$ cat src/sv/mnt_pkg.sv
// shared types and constants of the midi note tracker
// no dependencies; used by every module of the block except mnt_ram
package mnt_pkg;

  // top nibble of the first byte of a message
  localparam logic [3:0] ST_NOTE_OFF = 4'h8;
  localparam logic [3:0] ST_NOTE_ON  = 4'h9;
  localparam logic [3:0] ST_CONTROL  = 4'hB;
  localparam logic [3:0] ST_BEND     = 4'hE;

  // reported message kinds
  localparam logic [2:0] KIND_OTHER    = 3'd0;
  localparam logic [2:0] KIND_NOTE_OFF = 3'd1;
  localparam logic [2:0] KIND_NOTE_ON  = 3'd2;
  localparam logic [2:0] KIND_PEDAL    = 3'd3;
  localparam logic [2:0] KIND_BEND     = 3'd4;

  // item selector
  localparam logic FUNC_BYTE = 1'b0;
  localparam logic FUNC_READ = 1'b1;

  localparam logic [7:0] PEDAL_THRESHOLD = 8'd64;
  localparam logic [7:0] BEND_RESET      = 8'd64;

  // completed message, as seen by the note table
  typedef struct packed {
    logic       done;
    logic [2:0] kind;
    logic [7:0] note;
    logic [7:0] value;
  } msg_t;

  // one result item
  typedef struct packed {
    msg_t       msg;
    logic [7:0] velocity;
    logic       released;
    logic       sustained;
    logic [7:0] sustain_level;
    logic [7:0] bend_level;
  } res_t;

endpackage

$ cat src/sv/midi_note_tracker.sv
// midi note tracker: running status parser with a per-note table, top level
// depends on mnt_pkg, mnt_parser, mnt_table (and through it mnt_ram)
//
// Takes one MIDI byte or one table read per transfer and returns exactly one
// result per transfer, at a sustained rate of one item per clock while the
// output is not stalled. A data byte arriving with the byte group empty is
// preceded by the last status byte; every third grouped byte completes a
// message, reported with its kind (note off, note on, pedal, bend, or
// other), its note and value bytes. Note off marks a note released, or
// sustained while the pedal is at 64 or more; note on stores the velocity;
// a pedal message sets the pedal level and on lifting below 64 moves all
// sustained marks to released in the same cycle (the marks are flip-flop
// bit vectors). A read returns one note's velocity and marks; indexes of
// NOTE_COUNT or more read as zero. Every result also carries the pedal and
// bend levels after the item. From input transfer to result valid the item
// passes stage 1, which holds it while the velocity ram read (registered)
// completes, and then the output register. Input ready depends on
// out_tready combinationally, so the pipeline forms no bubbles. Velocity
// entries have per-note valid bits cleared at reset, so no clearing pass.
module midi_note_tracker #(
  parameter int NOTE_COUNT = 128
) (
  input  logic        clk,
  input  logic        rst_n,
  input  logic        in_tvalid,
  output logic        in_tready,
  input  logic [15:0] in_tdata,   // data_byte[7:0], note_index[14:8], zero pad
  input  logic [0:0]  in_tuser,   // func[0]
  output logic        out_tvalid,
  input  logic        out_tready,
  // message_note[7:0], message_value[15:8], entry_velocity[23:16],
  // entry_released[24], entry_sustained[25], sustain_level[33:26],
  // bend_level[41:34], zero pad
  output logic [47:0] out_tdata,
  output logic [3:0]  out_tuser   // message_done[0], message_kind[3:1]
);

  logic          in_xfer;
  logic          byte_en;
  logic          rd_en;
  logic [7:0]    data_byte;
  logic [6:0]    note_index;
  mnt_pkg::msg_t msg;

  logic       rd_in_range;
  logic       rd_vel_valid;
  logic       rd_released;
  logic       rd_sustained;
  logic [7:0] rd_velocity;
  logic [7:0] pedal_nxt;
  logic [7:0] bend_nxt;

  // stage 1: item held while the velocity read completes
  logic          s1_valid_r;
  mnt_pkg::res_t s1_res_r;
  logic          s1_vel_hit_r;
  logic          s1_move;

  // output register
  logic          out_valid_r;
  mnt_pkg::res_t out_res_r;
  mnt_pkg::res_t out_res_nxt;

  assign data_byte  = in_tdata[7:0];
  assign note_index = in_tdata[14:8];

  assign s1_move   = !out_valid_r || out_tready;
  assign in_tready = !s1_valid_r || s1_move;
  assign in_xfer   = in_tvalid && in_tready;
  assign byte_en   = in_xfer && in_tuser[0] == mnt_pkg::FUNC_BYTE;
  assign rd_en     = in_xfer && in_tuser[0] == mnt_pkg::FUNC_READ;

  mnt_parser u_parser (
    .clk       (clk),
    .rst_n     (rst_n),
    .byte_en   (byte_en),
    .data_byte (data_byte),
    .msg       (msg)
  );

  mnt_table #(
    .NOTE_COUNT(NOTE_COUNT)
  ) u_table (
    .clk          (clk),
    .rst_n        (rst_n),
    .msg_en       (byte_en),
    .msg          (msg),
    .rd_en        (rd_en),
    .rd_idx       (note_index),
    .rd_in_range  (rd_in_range),
    .rd_vel_valid (rd_vel_valid),
    .rd_released  (rd_released),
    .rd_sustained (rd_sustained),
    .rd_velocity  (rd_velocity),
    .pedal_nxt    (pedal_nxt),
    .bend_nxt     (bend_nxt)
  );

  always_ff @(posedge clk) begin
    if (!rst_n) begin
      s1_valid_r <= 1'b0;
    end else if (in_tready) begin
      s1_valid_r <= in_tvalid;
    end
  end

  // stage 1 payload; message fields only for bytes, entry fields only for reads
  always_ff @(posedge clk) begin
    if (in_xfer) begin
      s1_res_r.msg           <= byte_en ? msg : '0;
      s1_res_r.velocity      <= 8'd0;
      s1_res_r.released      <= rd_en && rd_in_range && rd_released;
      s1_res_r.sustained     <= rd_en && rd_in_range && rd_sustained;
      s1_res_r.sustain_level <= pedal_nxt;
      s1_res_r.bend_level    <= bend_nxt;
      s1_vel_hit_r           <= rd_en && rd_vel_valid;
    end
  end

  // velocity joins from the ram; unwritten entries read as zero
  always_comb begin
    out_res_nxt          = s1_res_r;
    out_res_nxt.velocity = s1_vel_hit_r ? rd_velocity : 8'd0;
  end

  always_ff @(posedge clk) begin
    if (!rst_n) begin
      out_valid_r <= 1'b0;
    end else if (s1_move) begin
      out_valid_r <= s1_valid_r;
    end
  end

  always_ff @(posedge clk) begin
    if (s1_move && s1_valid_r) begin
      out_res_r <= out_res_nxt;
    end
  end

  assign out_tvalid = out_valid_r;
  assign out_tuser  = {out_res_r.msg.kind, out_res_r.msg.done};
  assign out_tdata  = {6'd0,
                       out_res_r.bend_level,
                       out_res_r.sustain_level,
                       out_res_r.sustained,
                       out_res_r.released,
                       out_res_r.velocity,
                       out_res_r.msg.value,
                       out_res_r.msg.note};

  // pipeline never refuses input while stage 1 is empty
  assert property (@(posedge clk) disable iff (!rst_n) !s1_valid_r |-> in_tready)
    else $error("input stalled with empty stage");

  // a message result never carries table entry fields
  assert property (@(posedge clk) disable iff (!rst_n)
    out_valid_r && out_res_r.msg.done |->
      out_res_r.velocity == 8'd0 && !out_res_r.released && !out_res_r.sustained)
    else $error("entry fields on a message result");

  // a read transfer yields a result without message fields
  assert property (@(posedge clk) disable iff (!rst_n)
    rd_en |=> s1_valid_r && !s1_res_r.msg.done)
    else $error("read item lost or flagged as message");

endmodule

$ cat src/sv/mnt_ram.sv
// generic simple dual-port ram with registered read
// no dependencies
module mnt_ram #(
  parameter int WIDTH = 8,
  parameter int DEPTH = 128
) (
  input  logic                             clk,
  input  logic                             wr_en,
  input  logic [(DEPTH>1?$clog2(DEPTH):1)-1:0] wr_addr,
  input  logic [WIDTH-1:0]                 wr_data,
  input  logic                             rd_en,
  input  logic [(DEPTH>1?$clog2(DEPTH):1)-1:0] rd_addr,
  output logic [WIDTH-1:0]                 rd_data
);

  logic [WIDTH-1:0] mem_r [DEPTH];
  logic [WIDTH-1:0] rd_data_r;

  always_ff @(posedge clk) begin
    if (wr_en) begin
      mem_r[wr_addr] <= wr_data;
    end
    if (rd_en) begin
      rd_data_r <= mem_r[rd_addr];
    end
  end

  assign rd_data = rd_data_r;

endmodule

$ cat src/sv/mnt_parser.sv
// running status byte grouping and message classification
// depends on mnt_pkg
module mnt_parser (
  input  logic          clk,
  input  logic          rst_n,
  input  logic          byte_en,
  input  logic [7:0]    data_byte,
  output mnt_pkg::msg_t msg
);

  logic [1:0] count_r;
  logic [7:0] grp0_r;
  logic [7:0] grp1_r;
  logic [7:0] last_r;
  logic [2:0] kind;

  always_comb begin
    unique case (grp0_r[7:4])
      mnt_pkg::ST_NOTE_OFF: kind = mnt_pkg::KIND_NOTE_OFF;
      mnt_pkg::ST_NOTE_ON:  kind = mnt_pkg::KIND_NOTE_ON;
      mnt_pkg::ST_CONTROL:  kind = mnt_pkg::KIND_PEDAL;
      mnt_pkg::ST_BEND:     kind = mnt_pkg::KIND_BEND;
      default:              kind = mnt_pkg::KIND_OTHER;
    endcase
  end

  // the third byte completes the group
  always_comb begin
    msg = '0;
    if (count_r == 2'd2) begin
      msg.done  = 1'b1;
      msg.kind  = kind;
      msg.note  = grp1_r;
      msg.value = data_byte;
    end
  end

  always_ff @(posedge clk) begin
    if (!rst_n) begin
      count_r <= 2'd0;
      last_r  <= 8'd0;
    end else if (byte_en) begin
      if (count_r == 2'd0 && !data_byte[7]) begin
        count_r <= 2'd2;
      end else if (count_r != 2'd2) begin
        count_r <= count_r + 2'd1;
      end else begin
        count_r <= 2'd0;
        last_r  <= grp0_r;
      end
    end
  end

  // group bytes hold no reset, read only where the count shows them written
  always_ff @(posedge clk) begin
    if (byte_en) begin
      if (count_r == 2'd0 && !data_byte[7]) begin
        grp0_r <= last_r;
        grp1_r <= data_byte;
      end else if (count_r == 2'd0) begin
        grp0_r <= data_byte;
      end else if (count_r == 2'd1) begin
        grp1_r <= data_byte;
      end
    end
  end

  assert property (@(posedge clk) disable iff (!rst_n) count_r != 2'd3)
    else $error("byte group count out of range");

endmodule

$ cat src/sv/mnt_table.sv
// per-note table: velocity ram, released and sustained bit vectors,
// pedal and bend levels; depends on mnt_pkg and mnt_ram
module mnt_table #(
  parameter int NOTE_COUNT = 128
) (
  input  logic          clk,
  input  logic          rst_n,
  input  logic          msg_en,
  input  mnt_pkg::msg_t msg,
  input  logic          rd_en,
  input  logic [6:0]    rd_idx,
  output logic          rd_in_range,
  output logic          rd_vel_valid,
  output logic          rd_released,
  output logic          rd_sustained,
  output logic [7:0]    rd_velocity,
  output logic [7:0]    pedal_nxt,
  output logic [7:0]    bend_nxt
);

  localparam int IDX_W = NOTE_COUNT > 1 ? $clog2(NOTE_COUNT) : 1;
  localparam logic [7:0] NOTE_LIMIT = 8'(NOTE_COUNT);

  logic [NOTE_COUNT-1:0] released_r;
  logic [NOTE_COUNT-1:0] sustained_r;
  logic [NOTE_COUNT-1:0] vel_valid_r;
  logic [7:0]            pedal_r;
  logic [7:0]            bend_r;

  logic             note_in_range;
  logic [IDX_W-1:0] note_addr;
  logic [IDX_W-1:0] rd_addr;
  logic             note_off;
  logic             note_on;
  logic             pedal_msg;
  logic             fold;

  assign note_in_range = msg.note < NOTE_LIMIT;
  assign note_addr     = msg.note[IDX_W-1:0];
  assign rd_addr       = rd_idx[IDX_W-1:0];
  assign rd_in_range   = {1'b0, rd_idx} < NOTE_LIMIT;

  assign note_off  = msg_en && msg.done && msg.kind == mnt_pkg::KIND_NOTE_OFF
                     && note_in_range;
  assign note_on   = msg_en && msg.done && msg.kind == mnt_pkg::KIND_NOTE_ON
                     && note_in_range;
  assign pedal_msg = msg_en && msg.done && msg.kind == mnt_pkg::KIND_PEDAL;
  // pedal lifted: sustained notes become released
  assign fold      = pedal_msg && pedal_r >= mnt_pkg::PEDAL_THRESHOLD
                     && msg.value < mnt_pkg::PEDAL_THRESHOLD;

  assign pedal_nxt = pedal_msg ? msg.value : pedal_r;
  assign bend_nxt  = (msg_en && msg.done && msg.kind == mnt_pkg::KIND_BEND)
                     ? msg.value : bend_r;

  always_ff @(posedge clk) begin
    if (!rst_n) begin
      released_r  <= '0;
      sustained_r <= '0;
      vel_valid_r <= '0;
      pedal_r     <= 8'd0;
      bend_r      <= mnt_pkg::BEND_RESET;
    end else begin
      pedal_r <= pedal_nxt;
      bend_r  <= bend_nxt;
      if (note_off) begin
        if (pedal_r < mnt_pkg::PEDAL_THRESHOLD) begin
          released_r[note_addr] <= 1'b1;
        end else begin
          sustained_r[note_addr] <= 1'b1;
        end
      end
      if (fold) begin
        released_r  <= released_r | sustained_r;
        sustained_r <= '0;
      end
      if (note_on) begin
        vel_valid_r[note_addr] <= 1'b1;
      end
    end
  end

  assign rd_vel_valid = rd_in_range && vel_valid_r[rd_addr];
  assign rd_released  = rd_in_range && released_r[rd_addr];
  assign rd_sustained = rd_in_range && sustained_r[rd_addr];

  mnt_ram #(
    .WIDTH(8),
    .DEPTH(NOTE_COUNT)
  ) u_vel_ram (
    .clk     (clk),
    .wr_en   (note_on),
    .wr_addr (note_addr),
    .wr_data (msg.value),
    .rd_en   (rd_en && rd_in_range),
    .rd_addr (rd_addr),
    .rd_data (rd_velocity)
  );

  // sustained marks exist only while the pedal is held
  assert property (@(posedge clk) disable iff (!rst_n)
    pedal_r < mnt_pkg::PEDAL_THRESHOLD |-> sustained_r == '0)
    else $error("sustained mark with pedal up");

  assert property (@(posedge clk) disable iff (!rst_n)
    fold |=> sustained_r == '0)
    else $error("sustained marks not cleared on pedal release");

endmodule

$ cat config.mk
export PLATFORM = sky130hd
export DESIGN_NAME = midi_note_tracker
export DESIGN_NICKNAME = d
export VERILOG_FILES = /design/src/sv/mnt_pkg.sv /design/src/sv/midi_note_tracker.sv /design/src/sv/mnt_ram.sv /design/src/sv/mnt_parser.sv /design/src/sv/mnt_table.sv
export SDC_FILE = /design/constraint.sdc
export NUM_CORES = 2
export LEC_CHECK = 0
export BUFFER_PORTS_ARGS = -buffer_cell sky130_fd_sc_hd__buf_2
export CAP_MARGIN = 10
export CORE_MARGIN = 2
export CORE_UTILIZATION = 45
export CTS_CLUSTER_DIAMETER = 30
export DETAILED_ROUTE_END_ITERATION = 6
export MAX_ROUTING_LAYER = met4
export PLACE_DENSITY = 0.6
export SLEW_MARGIN = 20
export SYNTH_ARGS = -nofsm -noshare
export SYNTH_HDL_FRONTEND = slang
export SYNTH_SLANG_ARGS = --single-unit
export TNS_END_PERCENT = 20
$ cat constraint.sdc
create_clock -name clk -period 10.1 [get_ports clk]
set_input_delay 3.03 -clock clk [delete_from_list [all_inputs] [get_ports clk]]
set_output_delay 3.03 -clock clk [all_outputs]
set_load 0.005 [all_outputs]
# [Word level (Yosys, flattened, before mapping)]
# Memories as Yosys holds them, arrays and structs flattened. A register that Yosys moved wholly into a read port is not among the register bits.
# Cells that the tools add are included.
[classes] addsub=1 n_lt_le_gt_ge=7 n_eq_ne=12 muxes=24 n_bitwise=9 reduce_logical=34
[op_table] op="OR 128 bit" n=4
[op_table] op="2-to-1 mux 128 bit" n=3
[op_table] op="2-to-1 mux 8 bit" n=7
[op_table] op="binary-select mux 1 bit (select 7 bit)" n=3
[op_table] op="2-to-1 mux 20 bit" n=1
[op_table] op="logical AND 1 bit" n=18
[op_table] op="== test 4 bit, second input constant" n=4
[op_table] op="< comparator 7 x 8 -> 1 bit, second input constant" n=2
[op_table] op="< comparator 8 x 7 -> 1 bit, second input constant" n=2
[op_table] op="case mux 3 bit (4 select lines)" n=1
[op_table] op=">= comparator 8 x 7 -> 1 bit, second input constant" n=1
[op_table] op="< comparator 8 bit, second input constant" n=1
[op_table] op="nonzero test 2 bit" n=4
[op_table] op="demux 1 bit (select 7 bit)" n=1
[op_table] op=">= comparator 7 x 1 -> 1 bit, second input constant" n=1
[op_table] op="== test 3 x 2 -> 1 bit, second input constant" n=2
[op_table] op="2-to-1 mux 1 bit" n=6
[op_table] op="AND reduction 2 bit" n=3
[op_table] op="AND reduction 3 bit" n=2
[op_table] op="inverter 1 bit" n=5
[op_table] op="2-to-1 mux 2 bit" n=2
[op_table] op="inequality test 2 bit, second input constant" n=2
[op_table] op="== test 3 x 1 -> 1 bit, second input constant" n=1
[op_table] op="== test 3 bit, second input constant" n=1
[op_table] op="7 further kinds" n=10
[word_totals] ff_bits=513 ramBits=1024 output_inout_bits=54 wordCells=117 mem_count=1
[mem_list] name="u_table.u_vel_ram.mem_r" words=128 width=8 read_ports=1 rd_clocked_by_memory_dff=1 wr=1 line="mnt_ram.sv:16" source="logic [WIDTH-1:0] mem_r [DEPTH];"

# [Longest topological paths before layout]
[depth] word_depth=11 depth_mapped=12

# [Cells and area by module]
# Synthesis repeated with hierarchy kept, for this count alone.
[unflattened] cells_unflattened=3539 hier_area_um2=60390.4
[by_module_without_submodules] mod="mnt_ram" n_inst=1 cells_per_inst=1635 area_each_um2=39745.6
[by_module_without_submodules] mod="mnt_table" n_inst=1 cells_per_inst=1688 area_each_um2=16853.7
[by_module_without_submodules] mod="midi_note_tracker" n_inst=1 cells_per_inst=143 area_each_um2=2954.1
[by_module_without_submodules] mod="mnt_parser" n_inst=1 cells_per_inst=73 area_each_um2=837.1

# [Worst setup path before layout]
# Ideal clock, no wire load.
[synth_timing] path_kind="input -> register" from="in out_tready" to="reg out_res_r (netlist bit out_tdata[0]), enable pin" setup_ns=0.520 arrival_time_ns=6.439 slack_ns=3.141 cell_stages=2 path_buffers=0 path_cell_list="inv_1 -> a21boi_0"
[synth_between] elab_chain_len=2
[synth_rtl] item="start, declared" line="midi_note_tracker.sv:30" source="input logic out_tready,"
[synth_rtl] item="logical OR 1 bit" line="midi_note_tracker.sv:67" source="assign s1_move = !out_valid_r || out_tready;"
[synth_rtl] item="logical AND 1 bit" line="midi_note_tracker.sv:135" source="if (s1_move && s1_valid_r) begin"
[synth_rtl] item="end signal, assigned" line="midi_note_tracker.sv:136" source="out_res_r <= out_res_nxt;"
[synth_rtl] item="end, declared" line="midi_note_tracker.sv:61" source="mnt_pkg::res_t out_res_r;"
# No other way between the ends.
# A chain may end at the register's enable or synchronous reset.

# [Final worst setup path]
[layout_timing] from="in out_tready" to="out in_tready"
[layout_between] elab_chain_len=2
[layout_rtl] item="logical OR 1 bit" line="midi_note_tracker.sv:67"
[layout_rtl] item="logical OR 1 bit" line="midi_note_tracker.sv:68" source="assign in_tready = !s1_valid_r || s1_move;"
[layout_rtl] item="end, declared" line="midi_note_tracker.sv:26" source="output logic in_tready,"
# No other way between the ends.

==> results.toml <==
[status]
outcome = "finished, final reports clean"

[clock_network]
clock_path_buffers = 4
tritoncts = "done"
path_clk_slew_ns = 0.05
cts_resized = 0
htreeDepth = 5
insertion_delay_ns = 0.88
ctsHoldBuffers = 0
cts_buffers = 312
clock_sinks = 1537
cts_root_buf = "clkbuf_16"
postCtsSetupBuffers = 0

[setup_path]
worstSetupPathType = "input port to output pin"
worstPathArrival_ns = 3.53
critPathSlowestCell = "nand3b_1"
path_cells = "buf_2 > nand3b_1 > buf_2"
slowest_delay_ns = 0.23
reg2reg_depth = 6
regToRegSetupSlack_ns = 6.03
cp_max_fo = 5
worst_r2r_startpoint = "u_parser.count_r[0]$_SDFFE_PN0P_"
crit_top_cell = "buf_2"
critPathLaunchType = "input port"
r2r_end = "u_table.sustained_r[96]$_SDFFE_PP0P_"
cp_data_required_time_ns = 7.07
worst_setup_path_end_kind = "output pin"

[global_route]
grt_pass1_wl_um = 229000
grt_pass1_vias = 35400
gr-total-overflow = 0
grt_use_total_pct = 23.1
grt_max_degree = 107
grt_antenna_before_repair = 6

[floorplanning]
die_height_um = 369
ioPinCount = 75
die_w_um = 369
core-area_um2 = 133000
start_util_pct = 45.2
core.rowCount = 134
fp.dieArea_um2 = 136000

[sta]
tns_ns = 0
finalCritPeriodShare_pct = 65.0
worstMarginPinSlew_ns = 1.14
clock_skew_ns = 0.0624
rsz0062_at_grt = "no"
min_period_ns = 6.56
final_hold_viol_count = 0
drv_slew = 0
hold_slack_ns = 0.410
fmax_mhz = 152
relSlewSlack_pct = 23.7
finalSetupViolCount = 0

[pwr]
clock_power_share_pct = 58.4
p_seq_share_pct = 38.8
p_int_w = 0.0138
ir_worst_vdd_uv = 145
netSwitchingFraction_pct = 20.7
powerDensity_nw_per_um2 = 238
power.leakage_nw = 26.7
combPwrFrac_pct = 2.7
switching_power_w = 0.00363

[place]
portBuffers = 67
dp_hpwl_um = 88300
gp_congestion = 0.851
placed_area_um2 = 62800

[hold_path]
hold_depth = 0
holdCritStartpoint = "out_res_nxt[12]$_DFFE_PN_"
whs_endpoint = "out_tdata[30]$_DFFE_PP_"
hp-class = "flop to flop"

[drt]
drc = 0
drtPass1Iterations = 6
ant_nets = 0
drt-total-wl_um = 153000
wl_per_cell_um = 25.7
drt_iter0_drc = 3370
routed_via_density = 5.91
num_vias = 35200

[yosys]
avgSynthCellArea_um2 = 16.3
synth_edf_count = 1129
async_flop_share_pct = 0
synth_warnings = 0
synth_xor_area_share_pct = 0.0146
synth.cell_area_um2 = 60000
synth_top_family_by_area = "multiplexers"
ys_seq_elements = 1537
yosysSeqAreaShare_pct = 70.1
synth_compound_area_share_pct = 8.78
synthSimpleGateAreaFrac_pct = 4.52
synth_ff_type = "edfxtp_1"
synth_mux_area_share_pct = 14.1
synthAdderAreaFrac_pct = 0
ys_types = 55
synthCells = 3681

[final_layout]
drive_above_1_share_pct = 26.4
fin_nets = 3967
area_growth_pct = 22.2
design_area_um2 = 73400

[job]
maxCapViolCount = 0
==> worst max-delay path: cells and delay by family <==
| family | cells | cell delay, ns |
|---|---|---|
| buffers and inverters | 2 | 0.27 |
| and+or+nand+nor | 1 | 0.23 |
==> cells by family (layout without fill, tap and decap cells) <==
family | count (synthesis) | count (layout)
flip-flops | 1537 | 1537
other | 1 | 7
buffers and inverters | 316 | 811
AND/OR/NAND/NOR | 558 | 558
AO/OA/AOI/OAI | 771 | 771
XOR/XNOR | 1 | 1
multiplexers | 497 | 497
==> sequential cells by signal, indices dropped and copies added (netlist names), 38 cells and up <==
register,flops
out_tdata,42
out_res_nxt,38
u_table.released_r,128
u_table.sustained_r,128
u_table.u_vel_ram.mem_r,1024
u_table.vel_valid_r,128
==> Yosys cell counts (14+ instances only) <==
master / instances / area share (%)
nor2b_1: 14 / 0.15
a221oi_1: 30 / 0.44
a22oi_1: 76 / 0.95
a31oi_1: 128 / 1.3
nand2b_1: 14 / 0.15
nand3_1: 42 / 0.35
buf_4: 33 / 0.41
o21a_1: 128 / 1.6
nor2_1: 178 / 1.1
buf_2: 101 / 0.84
o21ai_0: 38 / 0.32
nand2_1: 78 / 0.49
mux2i_1: 196 / 3.3
clkbuf_1: 145 / 0.91
nand4_1: 16 / 0.17
o22ai_1: 41 / 0.43
buf_1: 15 / 0.094
o32ai_1: 128 / 1.9
a21oi_1: 165 / 1.4
nor3_1: 134 / 1.1
dfxtp_1: 408 / 14
edfxtp_1: 1129 / 56
mux4_2: 275 / 10
and2_1: 47 / 0.49
mux2_2: 26 / 0.49
==> how the worst max path moves through the flow <==
stage               cells past startpoint                                     end         from
detailed placement                      9  u_table.u_vel_ram.rd_data[2]$_DFFE_PP_  in_tdata[8]
CTS                                     3                               in_tready   out_tready
global placement                        9  u_table.u_vel_ram.rd_data[0]$_DFFE_PP_  in_tdata[8]
global route                            3                               in_tready   out_tready
finish                                  3                               in_tready   out_tready
floorplan                               2                  out_tdata[0]$_DFFE_PP_   out_tready
==> layout make-up <==
| type | count | area, µm² |
|---|---|---|
| well taps | 1768 | 2210 |
| clock inverters | 183 | 2330 |
| fillers | 10300 | 59600 |
| flip-flops and latches | 1537 | 42100 |
| inverters | 8 | 45.0 |
| repair buffers | 254 | 1840 |
| clock buffers | 366 | 8210 |
| multi-input cells | 1833 | 16600 |
| diodes | 1 | 2.50 |
==> stage by stage <==
step / worst slack, ns / total power (W) / std cells / utilization [%]
floorplan: 3.14 / 0.00721 / 3686 / -
global placement: 3.23 / 0.00737 / 5399 / 47.2
detailed placement: 3.23 / 0.00738 / 5399 / 47.2
CTS: 3.55 / 0.0176 / 5948 / 55.1
global route: 3.50 / 0.0180 / 5949 / 55.2
finish: 3.54 / 0.0175 / 5950 / 55.2
==> power by group through the flow <==
stage          registers, W  clock network, W  logic (W)
2_1_floorplan       0.00690                 0   0.000306
3_3_place_gp        0.00690                 0   0.000473
3_5_place_dp        0.00690                 0   0.000477
4_1_cts             0.00678            0.0104   0.000477
5_1_grt             0.00678            0.0107   0.000503
6_report            0.00679            0.0102   0.000475
==> per-layer routing <==
layer  track usage (%)  share of wire, %
met5                 -                 0
met4              7.24               2.7
met3              4.87               7.1
met2              34.8                47
met1              31.5                43
==> cells in the final DEF (no fill, tap or decap), types with 124 or more instances in the layout <==
cell type,count
mux4_2,275
buf_4,184
edfxtp_1,1129
clkbuf_16,315
a31oi_1,128
nor2_1,176
o21a_1,128
mux2i_1,196
o32ai_1,128
a21oi_1,165
nor3_1,124
dfxtp_1,408
Note: power is estimated with default switching activity, not from simulation.
